## src/rtl/pfe_pkg.sv

```systemverilog
// ----------------------------------------------------------------------------
// pfe_pkg: shared constants and types for the Playfair digraph encryptor
// Letter codes, key-square geometry, config register indexes and the
// request structs passed between the builder, pair stage and cipher stage.
// ----------------------------------------------------------------------------
package pfe_pkg;

    localparam int LETTERS     = 26;
    localparam int SIDE        = 5;
    localparam int CELLS       = SIDE * SIDE;
    localparam int LETTER_W    = 5;
    localparam int COORD_W     = 3;
    localparam int POS_W       = 2 * COORD_W;
    localparam int KEY_MAX_DEF = 12;
    localparam int KEY_BITS    = 60;
    localparam int LEN_W       = 4;
    localparam int CFG_DATA_W  = 60;
    localparam int CFG_IDX_W   = 1;
    localparam int IN_TDATA_W  = 8;
    localparam int OUT_TDATA_W = 16;

    localparam logic [LETTER_W-1:0] LETTER_A = 5'd0;
    localparam logic [LETTER_W-1:0] LETTER_I = 5'd8;
    localparam logic [LETTER_W-1:0] LETTER_J = 5'd9;
    localparam logic [LETTER_W-1:0] LETTER_Z = 5'd25;
    localparam logic [LETTER_W-1:0] LETTER_END = 5'd26;

    localparam logic [COORD_W-1:0] COORD_LAST = 3'd4;

    localparam logic [CFG_IDX_W-1:0] CFG_KEY_LETTERS = 1'b0;
    localparam logic [CFG_IDX_W-1:0] CFG_KEY_LENGTH  = 1'b1;

    // Square write request from the builder
    typedef struct packed {
        logic                en;
        logic [LETTER_W-1:0] slot;
        logic [LETTER_W-1:0] letter;
        logic [POS_W-1:0]    pos;
    } sq_wr_t;

    // Plaintext pair handed to the cipher stage
    typedef struct packed {
        logic [LETTER_W-1:0] first;
        logic [LETTER_W-1:0] second;
        logic                last;
    } pair_t;

    // Next letter of the alphabet, z wraps to a
    function automatic logic [LETTER_W-1:0] next_letter(input logic [LETTER_W-1:0] c);
        next_letter = (c == LETTER_Z) ? LETTER_A : c + 5'd1;
    endfunction

    // Row or column step modulo the square side
    function automatic logic [COORD_W-1:0] next_coord(input logic [COORD_W-1:0] x);
        next_coord = (x == COORD_LAST) ? 3'd0 : x + 3'd1;
    endfunction

    // Letter j shares the cell of i
    function automatic logic [LETTER_W-1:0] fold_j(input logic [LETTER_W-1:0] c);
        fold_j = (c == LETTER_J) ? LETTER_I : c;
    endfunction

endpackage

```

## src/rtl/pfe_builder.sv

```systemverilog
// ----------------------------------------------------------------------------
// pfe_builder: key registers and key-square build sequencer
// Holds the key registers and, after reset or any register write, walks the
// key letters and then the alphabet, one candidate per cycle, issuing square
// write requests for each new letter.
// ----------------------------------------------------------------------------
module pfe_builder
    import pfe_pkg::*;
#(
    parameter int KEY_MAX = KEY_MAX_DEF
)
(
    input  logic                  clk,
    input  logic                  rst_n,
    input  logic                  cfg_valid,
    input  logic [CFG_IDX_W-1:0]  cfg_index,
    input  logic [CFG_DATA_W-1:0] cfg_data,
    output logic                  busy,
    output sq_wr_t                wr
);

    localparam int STEPS  = KEY_MAX + LETTERS;
    localparam int STEP_W = $clog2(STEPS);
    localparam logic [STEP_W-1:0] STEP_LAST = STEP_W'(STEPS - 1);
    localparam logic [LEN_W-1:0]  LEN_MAX   = LEN_W'(KEY_MAX);

    logic [KEY_BITS-1:0] key_letters_reg;
    logic [LEN_W-1:0]    key_length_reg;
    logic                busy_reg;
    logic [STEP_W-1:0]   step_reg;
    logic [LETTER_W-1:0] n_reg;
    logic [COORD_W-1:0]  row_reg;
    logic [COORD_W-1:0]  col_reg;
    logic [LETTERS-1:0]  used_reg;

    logic [LEN_W-1:0]    len_eff;
    logic [LETTER_W-1:0] key_sel;
    logic [STEP_W-1:0]   alpha_full;
    logic [LETTER_W-1:0] cand;
    logic                cand_ok;
    logic                take;

    // Saturate key length at the key capacity
    assign len_eff = (key_length_reg > LEN_MAX) ? LEN_MAX : key_length_reg;

    // Select the key letter for this step
    always_comb
    begin
        key_sel = LETTER_A;
        for (int i = 0; i < KEY_MAX; i++)
        begin
            if (int'(step_reg) == i)
            begin
                key_sel = key_letters_reg[LETTER_W*i +: LETTER_W];
            end
        end
    end

    assign alpha_full = step_reg - STEP_W'(KEY_MAX);

    // Pick the candidate: key letters first, then the alphabet without j
    always_comb
    begin
        if (int'(step_reg) < KEY_MAX)
        begin
            cand    = fold_j(key_sel);
            cand_ok = (int'(step_reg) < int'(len_eff)) && (key_sel < LETTER_END);
        end
        else
        begin
            cand    = alpha_full[LETTER_W-1:0];
            cand_ok = (alpha_full[LETTER_W-1:0] != LETTER_J);
        end
    end

    assign take = busy_reg && cand_ok && !used_reg[cand] && (int'(n_reg) < CELLS);

    // Config registers
    always_ff @(posedge clk or negedge rst_n)
    begin
        if (!rst_n)
        begin
            key_letters_reg <= '0;
            key_length_reg  <= '0;
        end
        else if (cfg_valid)
        begin
            case (cfg_index)
                CFG_KEY_LETTERS: key_letters_reg <= cfg_data[KEY_BITS-1:0];
                CFG_KEY_LENGTH:  key_length_reg  <= cfg_data[LEN_W-1:0];
                default:         ;
            endcase
        end
    end

    // Build sequencer: restart on any write, advance one candidate a cycle
    always_ff @(posedge clk or negedge rst_n)
    begin
        if (!rst_n)
        begin
            busy_reg <= 1'b1;
            step_reg <= '0;
            n_reg    <= '0;
            row_reg  <= '0;
            col_reg  <= '0;
            used_reg <= '0;
        end
        else if (cfg_valid)
        begin
            busy_reg <= 1'b1;
            step_reg <= '0;
            n_reg    <= '0;
            row_reg  <= '0;
            col_reg  <= '0;
            used_reg <= '0;
        end
        else if (busy_reg)
        begin
            if (take)
            begin
                used_reg[cand] <= 1'b1;
                n_reg          <= n_reg + 5'd1;
                if (col_reg == COORD_LAST)
                begin
                    col_reg <= '0;
                    row_reg <= row_reg + 3'd1;
                end
                else
                begin
                    col_reg <= col_reg + 3'd1;
                end
            end
            step_reg <= step_reg + STEP_W'(1);
            if (step_reg == STEP_LAST)
            begin
                busy_reg <= 1'b0;
            end
        end
    end

    assign busy      = busy_reg;
    assign wr.en     = take;
    assign wr.slot   = n_reg;
    assign wr.letter = cand;
    assign wr.pos    = {row_reg, col_reg};

endmodule

```

## src/rtl/pfe_pair.sv

```systemverilog
// ----------------------------------------------------------------------------
// pfe_pair: plaintext pairing stage
// Tracks the pending letter, inserts the filler after a doubled letter and
// registers each completed pair for the cipher stage.
// ----------------------------------------------------------------------------
module pfe_pair
    import pfe_pkg::*;
(
    input  logic                clk,
    input  logic                rst_n,
    input  logic                accept,
    input  logic [LETTER_W-1:0] letter,
    input  logic                last,
    input  logic                take,
    output logic                pair_valid,
    output pair_t               pair,
    output logic                pending
);

    logic                pend_valid_reg;
    logic                pend_valid_next;
    logic [LETTER_W-1:0] pend_letter_reg;
    logic [LETTER_W-1:0] pend_letter_next;
    logic                pair_valid_reg;
    pair_t               pair_reg;
    pair_t               pair_next;
    logic                emit;

    // Pair the letter with the pending one
    always_comb
    begin
        pend_valid_next  = pend_valid_reg;
        pend_letter_next = pend_letter_reg;
        emit             = 1'b0;
        pair_next.first  = pend_letter_reg;
        pair_next.second = letter;
        pair_next.last   = last;
        if (letter >= LETTER_END)
        begin
            if (last)
            begin
                pend_valid_next = 1'b0;
            end
        end
        else if (!pend_valid_reg)
        begin
            pend_letter_next = letter;
            pend_valid_next  = !last;
        end
        else
        begin
            emit = 1'b1;
            if (letter == pend_letter_reg)
            begin
                pair_next.second = next_letter(pend_letter_reg);
                pend_valid_next  = !last;
            end
            else
            begin
                pend_valid_next = 1'b0;
            end
        end
    end

    // Hold pending letter state
    always_ff @(posedge clk or negedge rst_n)
    begin
        if (!rst_n)
        begin
            pend_valid_reg  <= 1'b0;
            pend_letter_reg <= '0;
        end
        else if (accept)
        begin
            pend_valid_reg  <= pend_valid_next;
            pend_letter_reg <= pend_letter_next;
        end
    end

    // Load a new pair, drop it once the cipher stage takes it
    always_ff @(posedge clk or negedge rst_n)
    begin
        if (!rst_n)
        begin
            pair_valid_reg <= 1'b0;
        end
        else if (accept)
        begin
            pair_valid_reg <= emit;
        end
        else if (take)
        begin
            pair_valid_reg <= 1'b0;
        end
    end

    always_ff @(posedge clk)
    begin
        if (accept)
        begin
            pair_reg <= pair_next;
        end
    end

    assign pair_valid = pair_valid_reg;
    assign pair       = pair_reg;
    assign pending    = pend_valid_reg;

endmodule

```

## src/rtl/pfe_cipher.sv

```systemverilog
// ----------------------------------------------------------------------------
// pfe_cipher: key-square lookup pipeline
// Holds the key square and the letter position table, looks up both letter
// positions, applies the row, column or rectangle rule and reads the two
// cipher letters into the output register.
// ----------------------------------------------------------------------------
module pfe_cipher
    import pfe_pkg::*;
(
    input  logic                clk,
    input  logic                rst_n,
    input  sq_wr_t              wr,
    input  logic                pair_valid,
    input  pair_t               pair,
    output logic                take,
    output logic                out_valid,
    input  logic                out_ready,
    output logic [LETTER_W-1:0] first_cipher,
    output logic [LETTER_W-1:0] second_cipher,
    output logic                message_end
);

    logic [LETTER_W-1:0] square_mem [CELLS];
    logic [POS_W-1:0]    pos_mem [LETTERS];

    logic                v2_reg;
    logic                end2_reg;
    logic [POS_W-1:0]    pos_a_reg;
    logic [POS_W-1:0]    pos_b_reg;
    logic                v3_reg;
    logic                end3_reg;
    logic [LETTER_W-1:0] c0_reg;
    logic [LETTER_W-1:0] c1_reg;

    logic                adv2;
    logic                adv3;
    logic [COORD_W-1:0]  ra, ca, rb, cb;
    logic [COORD_W-1:0]  r0, c0, r1, c1;
    logic [LETTER_W-1:0] addr0;
    logic [LETTER_W-1:0] addr1;

    assign adv3 = !v3_reg || out_ready;
    assign adv2 = !v2_reg || adv3;

    // Fill both tables from builder requests
    always_ff @(posedge clk)
    begin
        if (wr.en)
        begin
            square_mem[wr.slot] <= wr.letter;
            pos_mem[wr.letter]  <= wr.pos;
        end
    end

    // Position lookup stage
    always_ff @(posedge clk)
    begin
        if (adv2)
        begin
            pos_a_reg <= pos_mem[fold_j(pair.first)];
            pos_b_reg <= pos_mem[fold_j(pair.second)];
            end2_reg  <= pair.last;
        end
    end

    always_ff @(posedge clk or negedge rst_n)
    begin
        if (!rst_n)
        begin
            v2_reg <= 1'b0;
        end
        else if (adv2)
        begin
            v2_reg <= pair_valid;
        end
    end

    // Apply the same-row, same-column or rectangle rule
    always_comb
    begin
        ra = pos_a_reg[POS_W-1:COORD_W];
        ca = pos_a_reg[COORD_W-1:0];
        rb = pos_b_reg[POS_W-1:COORD_W];
        cb = pos_b_reg[COORD_W-1:0];
        if (ra == rb)
        begin
            r0 = ra;
            c0 = next_coord(ca);
            r1 = rb;
            c1 = next_coord(cb);
        end
        else if (ca == cb)
        begin
            r0 = next_coord(ra);
            c0 = ca;
            r1 = next_coord(rb);
            c1 = cb;
        end
        else
        begin
            r0 = ra;
            c0 = cb;
            r1 = rb;
            c1 = ca;
        end
        // Cell index is row * 5 + col, built as row * 4 + row + col
        addr0 = {r0, 2'b00} + {2'b00, r0} + {2'b00, c0};
        addr1 = {r1, 2'b00} + {2'b00, r1} + {2'b00, c1};
    end

    // Square read stage doubles as the output register
    always_ff @(posedge clk)
    begin
        if (adv3)
        begin
            c0_reg   <= square_mem[addr0];
            c1_reg   <= square_mem[addr1];
            end3_reg <= end2_reg;
        end
    end

    always_ff @(posedge clk or negedge rst_n)
    begin
        if (!rst_n)
        begin
            v3_reg <= 1'b0;
        end
        else if (adv3)
        begin
            v3_reg <= v2_reg;
        end
    end

    assign take          = adv2;
    assign out_valid     = v3_reg;
    assign first_cipher  = c0_reg;
    assign second_cipher = c1_reg;
    assign message_end   = end3_reg;

endmodule

```

## src/rtl/playfair_digraph_encrypt.sv

```systemverilog
// ----------------------------------------------------------------------------
// playfair_digraph_encrypt: Playfair digraph encryptor, top level
//
// Usage:
//   cfg channel writes key_letters (index 0) and key_length (index 1); every
//   write restarts the key-square build, which walks the key letters and
//   then the alphabet, one candidate letter per cycle through the builder.
//   The same build runs right after reset, so the square holds the plain
//   alphabet before the first letter is taken. s_tready stays low while the
//   square is being built; cfg_ready is always high.
//   s channel takes one plaintext letter per cycle while s_tready is high (s_tlast
//   marks the last letter). Every second letter, or a doubled letter, completes a pair.
//   m channel returns one cipher pair per request; m_tlast flags the pair
//   made by the last letter. The edge that accepts the letter completing a
//   pair loads the pair register, then the position lookup registers and
//   then the square read register are loaded, and the pair is offered on
//   m_tvalid. Throughput is one letter per cycle while m_tready is high and
//   no key-square build is running.
//   When m_tready is low the result holds and the earlier stages keep
//   filling until every stage is occupied, then s_tready drops.
// ----------------------------------------------------------------------------
module playfair_digraph_encrypt
    import pfe_pkg::*;
#(
    parameter int KEY_MAX = KEY_MAX_DEF
)
(
    input  logic                   clk,
    input  logic                   rst_n,
    // cfg channel
    input  logic                   cfg_valid,
    output logic                   cfg_ready,
    input  logic [CFG_IDX_W-1:0]   cfg_index,
    input  logic [CFG_DATA_W-1:0]  cfg_data,
    // plaintext channel
    input  logic                   s_tvalid,
    output logic                   s_tready,
    input  logic [IN_TDATA_W-1:0]  s_tdata,   // [4:0] letter, [7:5] zero
    input  logic                   s_tlast,
    // cipher channel
    output logic                   m_tvalid,
    input  logic                   m_tready,
    output logic [OUT_TDATA_W-1:0] m_tdata,   // [4:0] first_cipher, [9:5] second_cipher
    output logic                   m_tlast
);

    logic                busy;
    sq_wr_t              wr;
    logic                accept;
    logic                take;
    logic                pair_valid;
    pair_t               pair;
    logic                pending;
    logic [LETTER_W-1:0] first_cipher;
    logic [LETTER_W-1:0] second_cipher;

    assign cfg_ready = 1'b1;
    assign s_tready  = !busy && (!pair_valid || take);
    assign accept    = s_tvalid && s_tready;

    pfe_builder #(
        .KEY_MAX (KEY_MAX)
    ) u_builder (
        .clk       (clk),
        .rst_n     (rst_n),
        .cfg_valid (cfg_valid && cfg_ready),
        .cfg_index (cfg_index),
        .cfg_data  (cfg_data),
        .busy      (busy),
        .wr        (wr)
    );

    pfe_pair u_pair (
        .clk        (clk),
        .rst_n      (rst_n),
        .accept     (accept),
        .letter     (s_tdata[LETTER_W-1:0]),
        .last       (s_tlast),
        .take       (take),
        .pair_valid (pair_valid),
        .pair       (pair),
        .pending    (pending)
    );

    pfe_cipher u_cipher (
        .clk           (clk),
        .rst_n         (rst_n),
        .wr            (wr),
        .pair_valid    (pair_valid),
        .pair          (pair),
        .take          (take),
        .out_valid     (m_tvalid),
        .out_ready     (m_tready),
        .first_cipher  (first_cipher),
        .second_cipher (second_cipher),
        .message_end   (m_tlast)
    );

    assign m_tdata = {{(OUT_TDATA_W - 2*LETTER_W){1'b0}}, second_cipher, first_cipher};

    // No letter is taken while the square is being rebuilt
    assert property (@(posedge clk) disable iff (!rst_n) busy |-> !s_tready)
        else $error("letter accepted during key-square build");

    // A register write always starts a build
    assert property (@(posedge clk) disable iff (!rst_n) (cfg_valid && cfg_ready) |=> busy)
        else $error("config write did not start a build");

    // The last letter of a message leaves nothing pending
    assert property (@(posedge clk) disable iff (!rst_n) (accept && s_tlast) |=> !pending)
        else $error("letter left pending after end of message");

    // A non-letter code never completes a pair
    assert property (@(posedge clk) disable iff (!rst_n)
        (accept && (s_tdata[LETTER_W-1:0] >= LETTER_END)) |=> !pair_valid)
        else $error("pair produced from a non-letter code");

endmodule

```

## config.mk

```make
export PLATFORM = sky130hd
export DESIGN_NAME = playfair_digraph_encrypt
export DESIGN_NICKNAME = d
export VERILOG_FILES = /design/src/rtl/pfe_pkg.sv /design/src/rtl/pfe_builder.sv /design/src/rtl/pfe_pair.sv /design/src/rtl/pfe_cipher.sv /design/src/rtl/playfair_digraph_encrypt.sv
export SDC_FILE = /design/constraint.sdc
export NUM_CORES = 1
export LEC_CHECK = 0
export BUFFER_PORTS_ARGS = -buffer_cell sky130_fd_sc_hd__buf_2
export CORE_MARGIN = 5
export CORE_UTILIZATION = 34
export DETAILED_ROUTE_END_ITERATION = 16
export PLACE_DENSITY_LB_ADDON = 0.25
export SLEW_MARGIN = 30
export SYNTH_ARGS = -nofsm -noshare
export SYNTH_HDL_FRONTEND = slang
export SYNTH_SLANG_ARGS = --single-unit
```

## constraint.sdc

```tcl
create_clock -name clk -period 5.2 [get_ports clk]
set_input_delay 0 -clock clk [delete_from_list [all_inputs] [get_ports clk]]
set_output_delay 0 -clock clk [all_outputs]
set_load 0.02 [all_outputs]
```

==> metrics <==
FP Rows 92; Syn Area/Cell 14.5 um^2; Skew-Pair Late Insertion Delay 0.60 ns; global route total overflow 0; Main synth FF type edfxtp_1; Hold Path Origin m_tready; CTS tree yes; clk sinks 433; Rel. slew slack 37.3%; critical path class reg -> reg; initial antenna violation count 0; clk root buf clkbuf_16; drt first pass iters 5; Slew @ Worst Pin 0.940 ns; outcome finished, final reports clean; internal reg-to-reg setup slack 0.35 ns; DR iter-0 viols 978; synthesized instance count 1494; number of synthesized register bits 433; core area 63100 um^2; GRT Util Overall 16.0%; VDD IR-drop max 0.257 mV; Power, Total 9.90 mW; Final period util 93.3%; via count 13600; synthesized area 21700 um^2; DIE AREA 68900 um^2; fin. max-slew vios 0; final instance area 25800 um^2; Worst setup EP type flip-flop; Leakage 9.52 nW; post-synthesis sequential area ratio 57.3%; synth top area cells edfxtp_1, dfrtp_1, mux4_2; Multi-input gate area 8720 um^2; HPWL Detailed 38100 um; Critical Path RT 5.44 ns; Setup Viol. Count Final 0; initial core utilization 34.3%; max reg flops 156; die height 262 um; vias in the first global route 14100; Synth async-reset ratio 27.0%; drt drc 0; maximum capacitance violations 0; Antenna Cells 0; number of flops mapped to enable cells by yosys 316; area leader, netlist edfxtp_1; Final nets 1807; count leader, synth edfxtp_1; setup TNS 0 ns; f_max 0.206 GHz; largest net degree at the start of global routing 68; share of the synthesized area in the top cell type 43.8%; Num CTS Buffers 47; CP Max Fanout 11; Fillers 5906; Period minus WS final 4.85 ns; Seq. cell area 12400 um^2; Area growth, synth to finish 18.9%; Unique masters post-synth 95; share of cells above drive strength 1 28.7%; crit path DAT 5.09 ns; Util after Layout 40.8%; I/O Pins 95; RePlAce Congestion 0.824; Startpoint Class flip-flop; worst-case hold slack 0.0718 ns; Post-DRT Antenna Nets 0; H-tree level count 2; WHS Path Cells 3; Routed Wire Length 56800 um; clock-pin slew on the worst setup and hold paths 0.06 ns; RR Startpoint u_builder.step_reg[2]; synth cell count leaders edfxtp_1, mux4_2, dfrtp_1, nand2_1, nor2_1; Cell Area, Placed 23400 um^2; Min-Delay Path Class in -> reg; synthesis warning total 0; r2r endpoint u_cipher.square_mem[0][1]; Hold EP u_cipher.out_valid; first-pass GRT wire length 87200 um; Die X 262 um; vias per inst 5.28; RSZ-0062 raised after global routing no; PortBufs 84; PwrDens 384 nW/um^2; skew final 0.0273 ns; routed len/inst 22.1 um; Final Hold Vio Count 0; clock tree buffer depth 3; worst-case reg-to-reg path depth 15
==> final cells by class <==
class	count	share of cell area, %
inverter	37	0.549
tap	846	4.11
clock inverter	26	1.17
clock buffer	61	4.89
timing repair buffer	239	7.21
sequential	433	48.2
multi-input combinational	932	33.8
==> layer usage <==
metal | share of wire (%) | global-route usage [%] | routed length [um]
met5 | 0 | 0 | 0
met4 | 1.7 | 3.36 | 939
met3 | 5.0 | 2.61 | 2840
met2 | 49 | 26.8 | 27800
met1 | 44 | 22.3 | 25200
==> power by group <==
part / leakage [nW] / internal [mW] / total, mW / switching (mW)
logic: 4.36 / 0.866 / 2.08 / 1.21
clock network: 0.753 / 1.93 / 3.35 / 1.42
registers: 4.41 / 4.21 / 4.47 / 0.260
==> logic make-up after synthesis <==
family,share of synthesized area (%)
xor+xnor,0.930
other cells,0.0347
mux,21.1
buf+inv,2.72
flops,57.3
compound gates,7.74
fa+ha+maj,2.56
simple gates,7.59
==> metrics by stage <==
step / std cells / setup WS (ns)
after floorplan: 1499 / 0.862
after global placement: 2412 / 0.335
after detailed placement: 2412 / 0.238
after CTS: 2574 / 0.185
after global routing: 2574 / 0.0717
final: 2574 / 0.348
==> worst max-delay path, cell delays in order (launching register included) <==
cell,delay (ns)
dfrtp_1,0.45
inv_1,0.19
ha_1,0.38
a21boi_1,0.35
nand3b_1,0.21
o22ai_1,0.25
o211ai_1,0.23
nand2_1,0.22
a2111oi_0,0.17
buf_4,0.17
a211o_1,0.25
a21oi_1,0.23
o311a_1,0.20
and4bb_4,0.37
nand2_1,0.29
nor2_1,0.51
==> placed cells by master, fill, tap and decap left out, drive strengths merged, types with 7 or more instances in the layout <==
cell and count:
edfxtp 316, buf 165, mux4 120, dfrtp 116
nand2 106, nor2 102, mux2 90, mux2i 85
dlygate4sd3 74, o21ai 63, clkbuf 61, a21oi 49
ha 38, inv 38, a211oi 25, nand3 24
o2bb2ai 22, clkinv 17, xor2 13, nor2b 12
a31oi 11, nor3 10, nand3b 10, and2 10
xnor2 10, o22ai 8, nand4 8, o31ai 8
conb 7
==> how the worst max path moves through the flow <==
stage	slack (ns)	from	endpoint	depth (start not counted)
global placement	0.33	u_builder.step_reg[0]	u_cipher.pos_mem[20][5]	18
finish	0.35	u_builder.step_reg[2]	u_cipher.square_mem[0][1]	15
floorplan	0.86	u_builder.step_reg[0]	u_cipher.pos_mem[11][0]	16
detailed placement	0.24	u_builder.step_reg[2]	u_cipher.pos_mem[20][4]	17
CTS	0.19	u_builder.step_reg[2]	u_cipher.pos_mem[20][5]	17
global route	0.07	u_builder.step_reg[2]	u_cipher.square_mem[0][3]	15
==> repair_timing <==
action | CTS | global route
endpoints found under the setup margin | 0 | 40
hold buffers | 75 | 0
setup buffers | 0 | 0
hold endpoints to repair | 145 | 0
resized for setup | 0 | 1
Power figures use the tool's default switching activity.
